File: src/design/assert_macros.svh
// Assertion macros used by the segmenter top-level RTL file.
// Depends on nothing; synthesis builds see empty bodies.
`ifndef ASSERT_MACROS_SVH
`define ASSERT_MACROS_SVH
`ifndef SYNTHESIS
`define ASSERT_ALWAYS(label, clk, rst_n, expr) \
    label: assert property (@(posedge clk) disable iff (!rst_n) (expr)) \
        else $error("assertion failed");
`define ASSERT_IMPLY(label, clk, rst_n, ante, cons) \
    label: assert property (@(posedge clk) disable iff (!rst_n) (ante) |-> (cons)) \
        else $error("assertion failed");
`else
`define ASSERT_ALWAYS(label, clk, rst_n, expr)
`define ASSERT_IMPLY(label, clk, rst_n, ante, cons)
`endif
`endif

File: src/design/ccs_pkg.sv
// Package for the coalescing chunk segmenter: codes, states, constants and types.
// Used by ccs_pend_store and coalescing_chunk_segmenter_unit.
package ccs_pkg;

    localparam int NUM_CLIPBOARDS_DEF = 2;
    localparam int CHUNK_W = 17;
    localparam logic [CHUNK_W-1:0] CHUNK_SIZE_RESET = 17'd32768;
    localparam logic [CHUNK_W-1:0] CHUNK_SIZE_MAX = 17'd65536;
    localparam logic [CHUNK_W-1:0] CHUNK_SIZE_MIN = 17'd1;

    typedef enum logic [1:0] {
        ACT_SEND   = 2'd0,
        ACT_TICK   = 2'd1,
        ACT_CANCEL = 2'd2
    } ccs_action_t;

    typedef enum logic [1:0] {
        KIND_START = 2'd0,
        KIND_DATA  = 2'd1,
        KIND_END   = 2'd2
    } ccs_kind_t;

    typedef enum logic [2:0] {
        ST_IDLE,
        ST_SEARCH,
        ST_PROMOTE,
        ST_DIFF,
        ST_EMIT
    } ccs_state_t;

    typedef struct packed {
        logic wr_en;
        logic push;
        logic pop;
        logic clear;
    } ccs_store_ctl_t;

endpackage

File: src/design/ccs_pend_store.sv
// Pending transfer queue of the segmenter: id, sequence and length per entry plus fill count.
// Depends on ccs_pkg for the control struct.
module ccs_pend_store #(
    parameter int NUM_CLIPBOARDS = ccs_pkg::NUM_CLIPBOARDS_DEF,
    parameter int IW = (NUM_CLIPBOARDS > 1) ? $clog2(NUM_CLIPBOARDS) : 1,
    parameter int CW = $clog2(NUM_CLIPBOARDS + 1)
) (
    input  logic                    aclk,
    input  logic                    aresetn,
    input  ccs_pkg::ccs_store_ctl_t ctl,
    input  logic [IW-1:0]           idx,
    input  logic [7:0]              wr_id,
    input  logic [31:0]             wr_seq,
    input  logic [31:0]             wr_len,
    output logic [7:0]              rd_id,
    output logic [7:0]              head_id,
    output logic [31:0]             head_seq,
    output logic [31:0]             head_len,
    output logic [CW-1:0]           count
);
    import ccs_pkg::*;

    logic [7:0]  id_mem  [NUM_CLIPBOARDS];
    logic [31:0] seq_mem [NUM_CLIPBOARDS];
    logic [31:0] len_mem [NUM_CLIPBOARDS];
    logic [CW-1:0] count_reg;
    logic [CW-1:0] count_next;

    always_ff @(posedge aclk) begin
        for (int i = 0; i < NUM_CLIPBOARDS; i++) begin
            if (ctl.pop && (i < NUM_CLIPBOARDS - 1)) begin
                id_mem[i]  <= id_mem[(i + 1) % NUM_CLIPBOARDS];
                seq_mem[i] <= seq_mem[(i + 1) % NUM_CLIPBOARDS];
                len_mem[i] <= len_mem[(i + 1) % NUM_CLIPBOARDS];
            end else if (ctl.wr_en && (idx == IW'(i))) begin
                id_mem[i]  <= wr_id;
                seq_mem[i] <= wr_seq;
                len_mem[i] <= wr_len;
            end
        end
    end

    always_comb begin
        count_next = count_reg;
        if (ctl.clear) begin
            count_next = '0;
        end else if (ctl.push) begin
            count_next = count_reg + CW'(1);
        end else if (ctl.pop) begin
            count_next = count_reg - CW'(1);
        end
    end

    always_ff @(posedge aclk) begin
        if (!aresetn) begin
            count_reg <= '0;
        end else begin
            count_reg <= count_next;
        end
    end

    assign rd_id    = id_mem[idx];
    assign head_id  = id_mem[0];
    assign head_seq = seq_mem[0];
    assign head_len = len_mem[0];
    assign count    = count_reg;

endmodule

File: src/design/coalescing_chunk_segmenter_unit.sv
// Top level of the coalescing chunk segmenter: sequencer, active transfer and result register.
// Depends on ccs_pkg, ccs_pend_store and assert_macros.svh.
//
// Usage: items enter on the s_ channel (send, pacing tick, cancel) and are accepted when
// s_valid and s_ready are both high. s_ready is high only while the sequencer is idle.
// For a send, one shared id comparator walks the pending entries one per cycle before the
// entry is replaced or, when there is room, appended. A cancel, an unarmed tick or an
// ignored item is handled in the idle state. An armed tick goes through these steps:
// promote the queue head if no transfer is active, form the remaining byte count with the
// subtractor, then cut the chunk with one compare and add; its result goes to the m_
// channel. One result register sits on the m_ side, so a new item is accepted while a
// result waits; when the receiver stalls, a further tick holds in its last step until the
// register frees. The chunk_size register is written through cfg_valid and cfg_wdata,
// always ready, with zero read as 1 and values above 65536 read as 65536. Synchronous
// active-low reset empties the queue, drops the active transfer, clears the pacing flag
// and sets chunk_size to 32768; no clearing pass is needed.
module coalescing_chunk_segmenter_unit #(
    parameter int NUM_CLIPBOARDS = ccs_pkg::NUM_CLIPBOARDS_DEF
) (
    input  logic                         aclk,
    input  logic                         aresetn,
    input  logic                         cfg_valid,
    output logic                         cfg_ready,
    input  logic [ccs_pkg::CHUNK_W-1:0]  cfg_wdata,
    input  logic                         s_valid,
    output logic                         s_ready,
    input  logic [1:0]                   s_action,
    input  logic [7:0]                   s_clip_id,
    input  logic [31:0]                  s_sequence_req,
    input  logic [31:0]                  s_data_length,
    output logic                         m_valid,
    input  logic                         m_ready,
    output logic [1:0]                   m_chunk_kind,
    output logic [7:0]                   m_out_clip_id,
    output logic [31:0]                  m_out_sequence,
    output logic [31:0]                  m_total_length,
    output logic [31:0]                  m_chunk_offset,
    output logic [ccs_pkg::CHUNK_W-1:0]  m_chunk_length
);
    import ccs_pkg::*;
    `include "assert_macros.svh"

    localparam int IW = (NUM_CLIPBOARDS > 1) ? $clog2(NUM_CLIPBOARDS) : 1;
    localparam int CW = $clog2(NUM_CLIPBOARDS + 1);

    ccs_state_t state_reg, state_next;
    logic [CHUNK_W-1:0] chunk_size_reg;
    logic armed_reg, armed_next;
    logic [CW-1:0] idx_reg, idx_next;
    logic [7:0]  req_id_reg, req_id_next;
    logic [31:0] req_seq_reg, req_seq_next;
    logic [31:0] req_len_reg, req_len_next;
    logic act_valid_reg, act_valid_next;
    logic act_started_reg, act_started_next;
    logic [7:0]  act_id_reg, act_id_next;
    logic [31:0] act_seq_reg, act_seq_next;
    logic [31:0] act_len_reg, act_len_next;
    logic [31:0] act_offset_reg, act_offset_next;
    logic [31:0] rest_reg, rest_next;
    logic m_valid_reg, m_valid_next;
    ccs_kind_t out_kind_reg, out_kind_next;
    logic [7:0]  out_id_reg, out_id_next;
    logic [31:0] out_seq_reg, out_seq_next;
    logic [31:0] out_total_reg, out_total_next;
    logic [31:0] out_offset_reg, out_offset_next;
    logic [CHUNK_W-1:0] out_length_reg, out_length_next;

    ccs_store_ctl_t store_ctl;
    logic [7:0]  rd_id;
    logic [7:0]  head_id;
    logic [31:0] head_seq;
    logic [31:0] head_len;
    logic [CW-1:0] pend_count;
    logic [CHUNK_W-1:0] clen;
    logic act_valid_after;

    ccs_pend_store #(
        .NUM_CLIPBOARDS(NUM_CLIPBOARDS),
        .IW(IW),
        .CW(CW)
    ) u_pend_store (
        .aclk(aclk),
        .aresetn(aresetn),
        .ctl(store_ctl),
        .idx(idx_reg[IW-1:0]),
        .wr_id(req_id_reg),
        .wr_seq(req_seq_reg),
        .wr_len(req_len_reg),
        .rd_id(rd_id),
        .head_id(head_id),
        .head_seq(head_seq),
        .head_len(head_len),
        .count(pend_count)
    );

    always_ff @(posedge aclk) begin
        if (!aresetn) begin
            chunk_size_reg <= CHUNK_SIZE_RESET;
        end else if (cfg_valid) begin
            if (cfg_wdata == '0) begin
                chunk_size_reg <= CHUNK_SIZE_MIN;
            end else if (cfg_wdata > CHUNK_SIZE_MAX) begin
                chunk_size_reg <= CHUNK_SIZE_MAX;
            end else begin
                chunk_size_reg <= cfg_wdata;
            end
        end
    end

    assign clen = (rest_reg < {15'd0, chunk_size_reg}) ? rest_reg[CHUNK_W-1:0]
                                                       : chunk_size_reg;

    always_comb begin
        state_next       = state_reg;
        armed_next       = armed_reg;
        idx_next         = idx_reg;
        req_id_next      = req_id_reg;
        req_seq_next     = req_seq_reg;
        req_len_next     = req_len_reg;
        act_valid_next   = act_valid_reg;
        act_started_next = act_started_reg;
        act_id_next      = act_id_reg;
        act_seq_next     = act_seq_reg;
        act_len_next     = act_len_reg;
        act_offset_next  = act_offset_reg;
        rest_next        = rest_reg;
        m_valid_next     = m_valid_reg && !m_ready;
        out_kind_next    = out_kind_reg;
        out_id_next      = out_id_reg;
        out_seq_next     = out_seq_reg;
        out_total_next   = out_total_reg;
        out_offset_next  = out_offset_reg;
        out_length_next  = out_length_reg;
        store_ctl        = '0;
        act_valid_after  = act_valid_reg;

        case (state_reg)
            ST_IDLE: begin
                if (s_valid) begin
                    case (s_action)
                        ACT_SEND: begin
                            if (s_clip_id < 8'(NUM_CLIPBOARDS)) begin
                                req_id_next  = s_clip_id;
                                req_seq_next = s_sequence_req;
                                req_len_next = s_data_length;
                                idx_next     = '0;
                                state_next   = ST_SEARCH;
                            end
                        end
                        ACT_TICK: begin
                            if (armed_reg) begin
                                armed_next = 1'b0;
                                state_next = ST_PROMOTE;
                            end
                        end
                        ACT_CANCEL: begin
                            armed_next       = 1'b0;
                            act_valid_next   = 1'b0;
                            act_started_next = 1'b0;
                            act_id_next      = '0;
                            act_seq_next     = '0;
                            act_len_next     = '0;
                            act_offset_next  = '0;
                            store_ctl.clear  = 1'b1;
                        end
                        default: begin
                        end
                    endcase
                end
            end
            ST_SEARCH: begin
                if (idx_reg < pend_count) begin
                    if (rd_id == req_id_reg) begin
                        store_ctl.wr_en = 1'b1;
                        state_next      = ST_IDLE;
                    end else begin
                        idx_next = idx_reg + CW'(1);
                    end
                end else begin
                    if (pend_count < CW'(NUM_CLIPBOARDS)) begin
                        store_ctl.wr_en = 1'b1;
                        store_ctl.push  = 1'b1;
                    end
                    armed_next = 1'b1;
                    state_next = ST_IDLE;
                end
            end
            ST_PROMOTE: begin
                if (!act_valid_reg && (pend_count != '0)) begin
                    act_valid_next   = 1'b1;
                    act_started_next = 1'b0;
                    act_id_next      = head_id;
                    act_seq_next     = head_seq;
                    act_len_next     = head_len;
                    act_offset_next  = '0;
                    store_ctl.pop    = 1'b1;
                end
                state_next = ST_DIFF;
            end
            ST_DIFF: begin
                if (act_valid_reg) begin
                    rest_next  = act_len_reg - act_offset_reg;
                    state_next = ST_EMIT;
                end else begin
                    state_next = ST_IDLE;
                end
            end
            ST_EMIT: begin
                if (!m_valid_reg || m_ready) begin
                    m_valid_next    = 1'b1;
                    out_id_next     = act_id_reg;
                    out_seq_next    = act_seq_reg;
                    out_total_next  = act_len_reg;
                    out_offset_next = '0;
                    out_length_next = '0;
                    if (!act_started_reg) begin
                        out_kind_next    = KIND_START;
                        act_started_next = 1'b1;
                    end else if (rest_reg != '0) begin
                        out_kind_next   = KIND_DATA;
                        out_offset_next = act_offset_reg;
                        out_length_next = clen;
                        act_offset_next = act_offset_reg + {15'd0, clen};
                    end else begin
                        out_kind_next    = KIND_END;
                        act_valid_next   = 1'b0;
                        act_started_next = 1'b0;
                        act_valid_after  = 1'b0;
                    end
                    armed_next = act_valid_after || (pend_count != '0);
                    state_next = ST_IDLE;
                end
            end
            default: begin
                state_next = ST_IDLE;
            end
        endcase
    end

    always_ff @(posedge aclk) begin
        if (!aresetn) begin
            state_reg       <= ST_IDLE;
            armed_reg       <= 1'b0;
            idx_reg         <= '0;
            act_valid_reg   <= 1'b0;
            act_started_reg <= 1'b0;
            act_id_reg      <= '0;
            act_seq_reg     <= '0;
            act_len_reg     <= '0;
            act_offset_reg  <= '0;
            m_valid_reg     <= 1'b0;
        end else begin
            state_reg       <= state_next;
            armed_reg       <= armed_next;
            idx_reg         <= idx_next;
            act_valid_reg   <= act_valid_next;
            act_started_reg <= act_started_next;
            act_id_reg      <= act_id_next;
            act_seq_reg     <= act_seq_next;
            act_len_reg     <= act_len_next;
            act_offset_reg  <= act_offset_next;
            m_valid_reg     <= m_valid_next;
        end
    end

    always_ff @(posedge aclk) begin
        req_id_reg     <= req_id_next;
        req_seq_reg    <= req_seq_next;
        req_len_reg    <= req_len_next;
        rest_reg       <= rest_next;
        out_kind_reg   <= out_kind_next;
        out_id_reg     <= out_id_next;
        out_seq_reg    <= out_seq_next;
        out_total_reg  <= out_total_next;
        out_offset_reg <= out_offset_next;
        out_length_reg <= out_length_next;
    end

    assign cfg_ready      = 1'b1;
    assign s_ready        = (state_reg == ST_IDLE);
    assign m_valid        = m_valid_reg;
    assign m_chunk_kind   = out_kind_reg;
    assign m_out_clip_id  = out_id_reg;
    assign m_out_sequence = out_seq_reg;
    assign m_total_length = out_total_reg;
    assign m_chunk_offset = out_offset_reg;
    assign m_chunk_length = out_length_reg;

    `ASSERT_ALWAYS(a_count_max, aclk, aresetn, pend_count <= CW'(NUM_CLIPBOARDS))
    `ASSERT_ALWAYS(a_offset_in_len, aclk, aresetn, act_offset_reg <= act_len_reg)
    `ASSERT_IMPLY(a_started_active, aclk, aresetn, act_started_reg, act_valid_reg)
    `ASSERT_IMPLY(a_armed_work, aclk, aresetn, armed_reg, act_valid_reg || (pend_count != '0))
    `ASSERT_IMPLY(a_result_from_emit, aclk, aresetn, $rose(m_valid_reg), $past(state_reg == ST_EMIT))

endmodule

File: config.mk
export PLATFORM = sky130hd
export DESIGN_NAME = coalescing_chunk_segmenter_unit
export DESIGN_NICKNAME = d
export VERILOG_FILES = /design/src/design/ccs_pkg.sv /design/src/design/ccs_pend_store.sv /design/src/design/coalescing_chunk_segmenter_unit.sv
export VERILOG_INCLUDE_DIRS = /design/src /design/src/design
export SDC_FILE = /design/constraint.sdc
export NUM_CORES = 1
export LEC_CHECK = 0
export BUFFER_PORTS_ARGS = -buffer_cell sky130_fd_sc_hd__buf_4
export CAP_MARGIN = 20
export CORE_MARGIN = 5
export CORE_UTILIZATION = 30
export CTS_BUF_LIST = sky130_fd_sc_hd__clkbuf_4
export DETAILED_ROUTE_END_ITERATION = 12
export PLACE_DENSITY = 0.57
export SLEW_MARGIN = 20
export SYNTH_ARGS = -nofsm -noshare
export SYNTH_HDL_FRONTEND = slang
export SYNTH_SLANG_ARGS = --single-unit
File: constraint.sdc
create_clock -name aclk -period 13.3 [get_ports aclk]
set_clock_uncertainty 0.15 [all_clocks]
set_input_delay 1.995 -clock aclk [delete_from_list [all_inputs] [get_ports aclk]]
set_output_delay 1.995 -clock aclk [all_outputs]
set_load 0.005 [all_outputs]
==> PnR_summary.wiki <==
{| class="wikitable"
! Metric !! Value
|-
| Part of the power in registers || 52.4%
|-
| Share of the cycle needed by the critical path after routing || 43.6%
|-
| Total Wirelength || 52,400 µm
|-
| Clock buffers created by TritonCTS || 138
|-
| Setup TNS || 0 ps
|-
| Part of the total power dissipated in the clock network || 44.7%
|-
| Buffer count from post-CTS setup fixing || 0
|-
| Number of vias after detailed routing || 13,605
|-
| Final worst path period need || 5800 ps
|-
| Worst hold path class || flip-flop to flip-flop
|-
| Post-synthesis sequential area ratio || 65.8%
|-
| Timing-limited maximum frequency || 173 MHz
|-
| Vias in the first global route || 14,576
|-
| Clock tree from TritonCTS || built
|-
| Final Hold Slack || 276 ps
|-
| Slew Limit Fails || 0
|-
| H-tree levels || 4
|-
| Count of endpoints failing hold in the final timing report || 0
|-
| Detailed-placement wirelength estimate || 35,100 µm
|-
| Initial antenna violation count || 2
|-
| Area Overhead vs Synth || 21.9%
|-
| Pleak || 0.00895 µW
|-
| Finished Cell Area || 0.0256 mm²
|-
| Mean area per synthesized cell || 13.0 µm²
|-
| Starting Density || 30.1%
|-
| Mean routed wirelength per cell || 17.7 µm
|-
| Number of setup violations in the final report || 0
|-
| Most frequent cells in the layout || 371 x edfxtp_1, 230 x buf_4, 201 x clkbuf_4, 133 x dfxtp_1, 126 x nand2_1
|-
| Number of nets produced by synthesis || 1,778
|-
| Highest net fanout along the worst path || 17
|-
| Flop and latch count out of synthesis || 504
|-
| Antenna violation net count after detailed routing || 0
|-
| Ratio of routed vias to standard cells || 4.59
|-
| Global-route wire length before repair || 81,800 µm
|-
| Actual slew at the worst max-slew pin || 1070 ps
|-
| # IOs || 222
|-
| WS Path Type || flip-flop to flip-flop
|-
| Arrival time at the worst endpoint || 6420 ps
|-
| Most common cell after layout, fill and taps aside || edfxtp_1
|-
| Max IR drop VDD || 0.0676 mV
|-
| Post-synth EDFFs || 371
|-
| Layout Nets || 2,082
|-
| Outcome || finished clean
|-
| Clock latency at the later pin of the worst-skew pair || 910 ps
|-
| Root cell of the clock tree || clkbuf_4
|-
| IO buf count || 220
|-
| Number of buffers between clock root and the deepest sink || 3
|-
| Overall track demand over capacity in global routing || 13.9%
|-
| Placement-stage cell area || 0.0237 mm²
|-
| Gpl congestion || 0.904
|-
| Die X-Extent || 274 µm
|-
| Async set or reset register ratio after synthesis || 0%
|-
| Sort of element at the end of the critical path || flip-flop
|-
| Filler cells || 6,847
|-
| Clock slew at the register clock pins of the worst setup and hold paths || 70 ps
|-
| Number of violations reported at the end of detailed-routing iteration 0 || 865
|-
| Top_reg_cell synth || edfxtp_1
|-
| YS warnings || 0
|-
| TritonCTS sink count || 504
|-
| Total of cells resized after clock tree synthesis || 0
|-
| Count of cell types in the netlist || 61
|-
| Net switching power || 713 µW
|-
| Hold Buf Count CTS || 0
|-
| Combinational Power Share || 3.0%
|-
| DRC violations left || 0
|-
| Core outline area || 0.0697 mm²
|-
| Gate count after technology mapping || 1,607
|-
| Slew margin rel. || 28.6%
|-
| Initial DRT Pass Iterations || 5
|-
| Cell internal pwr || 2500 µW
|-
| Total standard cell area after synthesis || 0.0210 mm²
|-
| Floorplan die area || 0.0753 mm²
|-
| Overall die height || 274 µm
|-
| RSZ-0062 raised after global routing || no
|-
| Startpoint kind of the worst setup timing path || flip-flop
|-
| Number of cell rows || 97
|-
| Max-cap violations || 0
|-
| Largest registers || u_pend_store.len_mem (64), u_pend_store.seq_mem (64)
|-
| Maximum number of pins on one net before global-route repair || 76
|-
| Design Power || 3210 µW
|-
| Total grt overflow || 0
|-
| Fraction of final layout cells with drive strength greater than 1 || 27.4%
|-
| Critical path data required time || 13,930 ps
|-
| Proportion of total power due to net switching || 22.2%
|-
| Pwr/cell area || 126 mW/mm²
|}
-- power groups by stage --
stage | clock (µW) | combinational (µW) | sequential (µW)
6_report | 1440 | 95.2 | 1680
5_1_grt | 1590 | 105 | 1680
2_1_floorplan | 0 | 52.3 | 1720
4_1_cts | 1510 | 96.2 | 1680
3_3_place_gp | 0 | 93.5 | 1720
3_5_place_dp | 0 | 95.8 | 1720
-- metrics by stage --
stage / cells / setup slack [ps] / util (%)
after detailed placement: 2709 / 7540 / 34.0
after floorplan: 1607 / 5360 / -
after CTS: 2959 / 7450 / 36.6
final: 2962 / 7500 / 36.7
after global placement: 2708 / 7670 / 33.9
after global routing: 2962 / 7060 / 36.7
-- metal layers --
| metal | global-route usage, % | routed length, µm | up-vias | part of all wire (%) |
|---|---|---|---|---|
| met2 | 22.7 | 24700 | 385 | 47 |
| met3 | 4.74 | 3790 | 92 | 7.2 |
| met5 | 0 | 20 | - | 0.038 |
| met4 | 4.94 | 1150 | 2 | 2.2 |
| li1 | - | - | 6584 | - |
| met1 | 17.3 | 22800 | 6542 | 43 |
-- cells by family after synthesis --
family	after synthesis	share of synthesized area [%]
compound gates	291	9.30
xor+xnor	59	2.46
fa+ha+maj	76	4.59
buf+inv	141	2.63
flops	504	65.8
mux	99	5.26
other cells	1	0.0179
simple gates	436	9.91
-- final timing paths --
path / start / to / slack (ps) / cells past startpoint
setup / recovery: rest_reg[18] / act_offset_reg[27] / 7500 / 14
hold / removal: act_seq_reg[6] / m_out_sequence[6] / 280 / 0
setup reg to reg: rest_reg[18] / act_offset_reg[27] / 7500 / 14
hold reg to reg: act_seq_reg[6] / m_out_sequence[6] / 280 / 0
-- critical path: stages, from the launching register on --
cell	delay (ps)
edfxtp_1	370
nor3_1	530
nand4_1	500
nor3_1	280
o31a_1	740
mux2_2	440
ha_1	360
a211o_1	340
nor2_1	80
a21bo_2	220
a221oi_1	500
a211oi_1	230
nor2_1	550
o31ai_1	170
a21oi_1	210
-- layout make-up --
type	count	area, µm²	area share, %
Clock buffer	201	1510	5.90
Multi-Input combinational cell	962	6670	26.1
Antenna cell	1	2.50	0.00979
Tap cell	940	1180	4.60
Inverter	72	270	1.06
Sequential cell	504	13800	54.0
Timing Repair Buffer	233	1800	7.05
Clock inverter	49	329	1.29
-- synthesized netlist by cell type, drive strengths merged, types with 3 or more instances --
| library cell | n | area, µm² |
|---|---|---|
| nand3b | 3 | 22.5 |
| a21oi | 68 | 340 |
| nor2 | 90 | 338 |
| mux2i | 10 | 100 |
| nor3 | 15 | 75.1 |
| o31ai | 6 | 45.0 |
| o211ai | 6 | 45.0 |
| a21boi | 74 | 556 |
| a22oi | 9 | 67.6 |
| and3 | 3 | 18.8 |
| nand2b | 7 | 43.8 |
| or3 | 8 | 50.1 |
| o21bai | 6 | 45.0 |
| o21ai | 52 | 260 |
| or4 | 5 | 41.3 |
| dfxtp | 133 | 2660 |
| ha | 73 | 913 |
| nand2 | 126 | 473 |
| nor2b | 26 | 163 |
| o31a | 4 | 35.0 |
| xor2 | 12 | 105 |
| a31oi | 8 | 50.1 |
| a21o | 17 | 128 |
| buf | 11 | 62.6 |
| xnor2 | 47 | 412 |
| a211oi | 9 | 67.6 |
| and2 | 36 | 225 |
| nand4 | 12 | 75.1 |
| o21a | 12 | 90.1 |
| edfxtp | 371 | 11100 |
| inv | 72 | 270 |
| nor4 | 17 | 106 |
| clkbuf | 58 | 218 |
| nand3 | 86 | 430 |
| mux2 | 89 | 1000 |
| a2111oi | 4 | 72.6 |
Power figures use the tool's default switching activity.
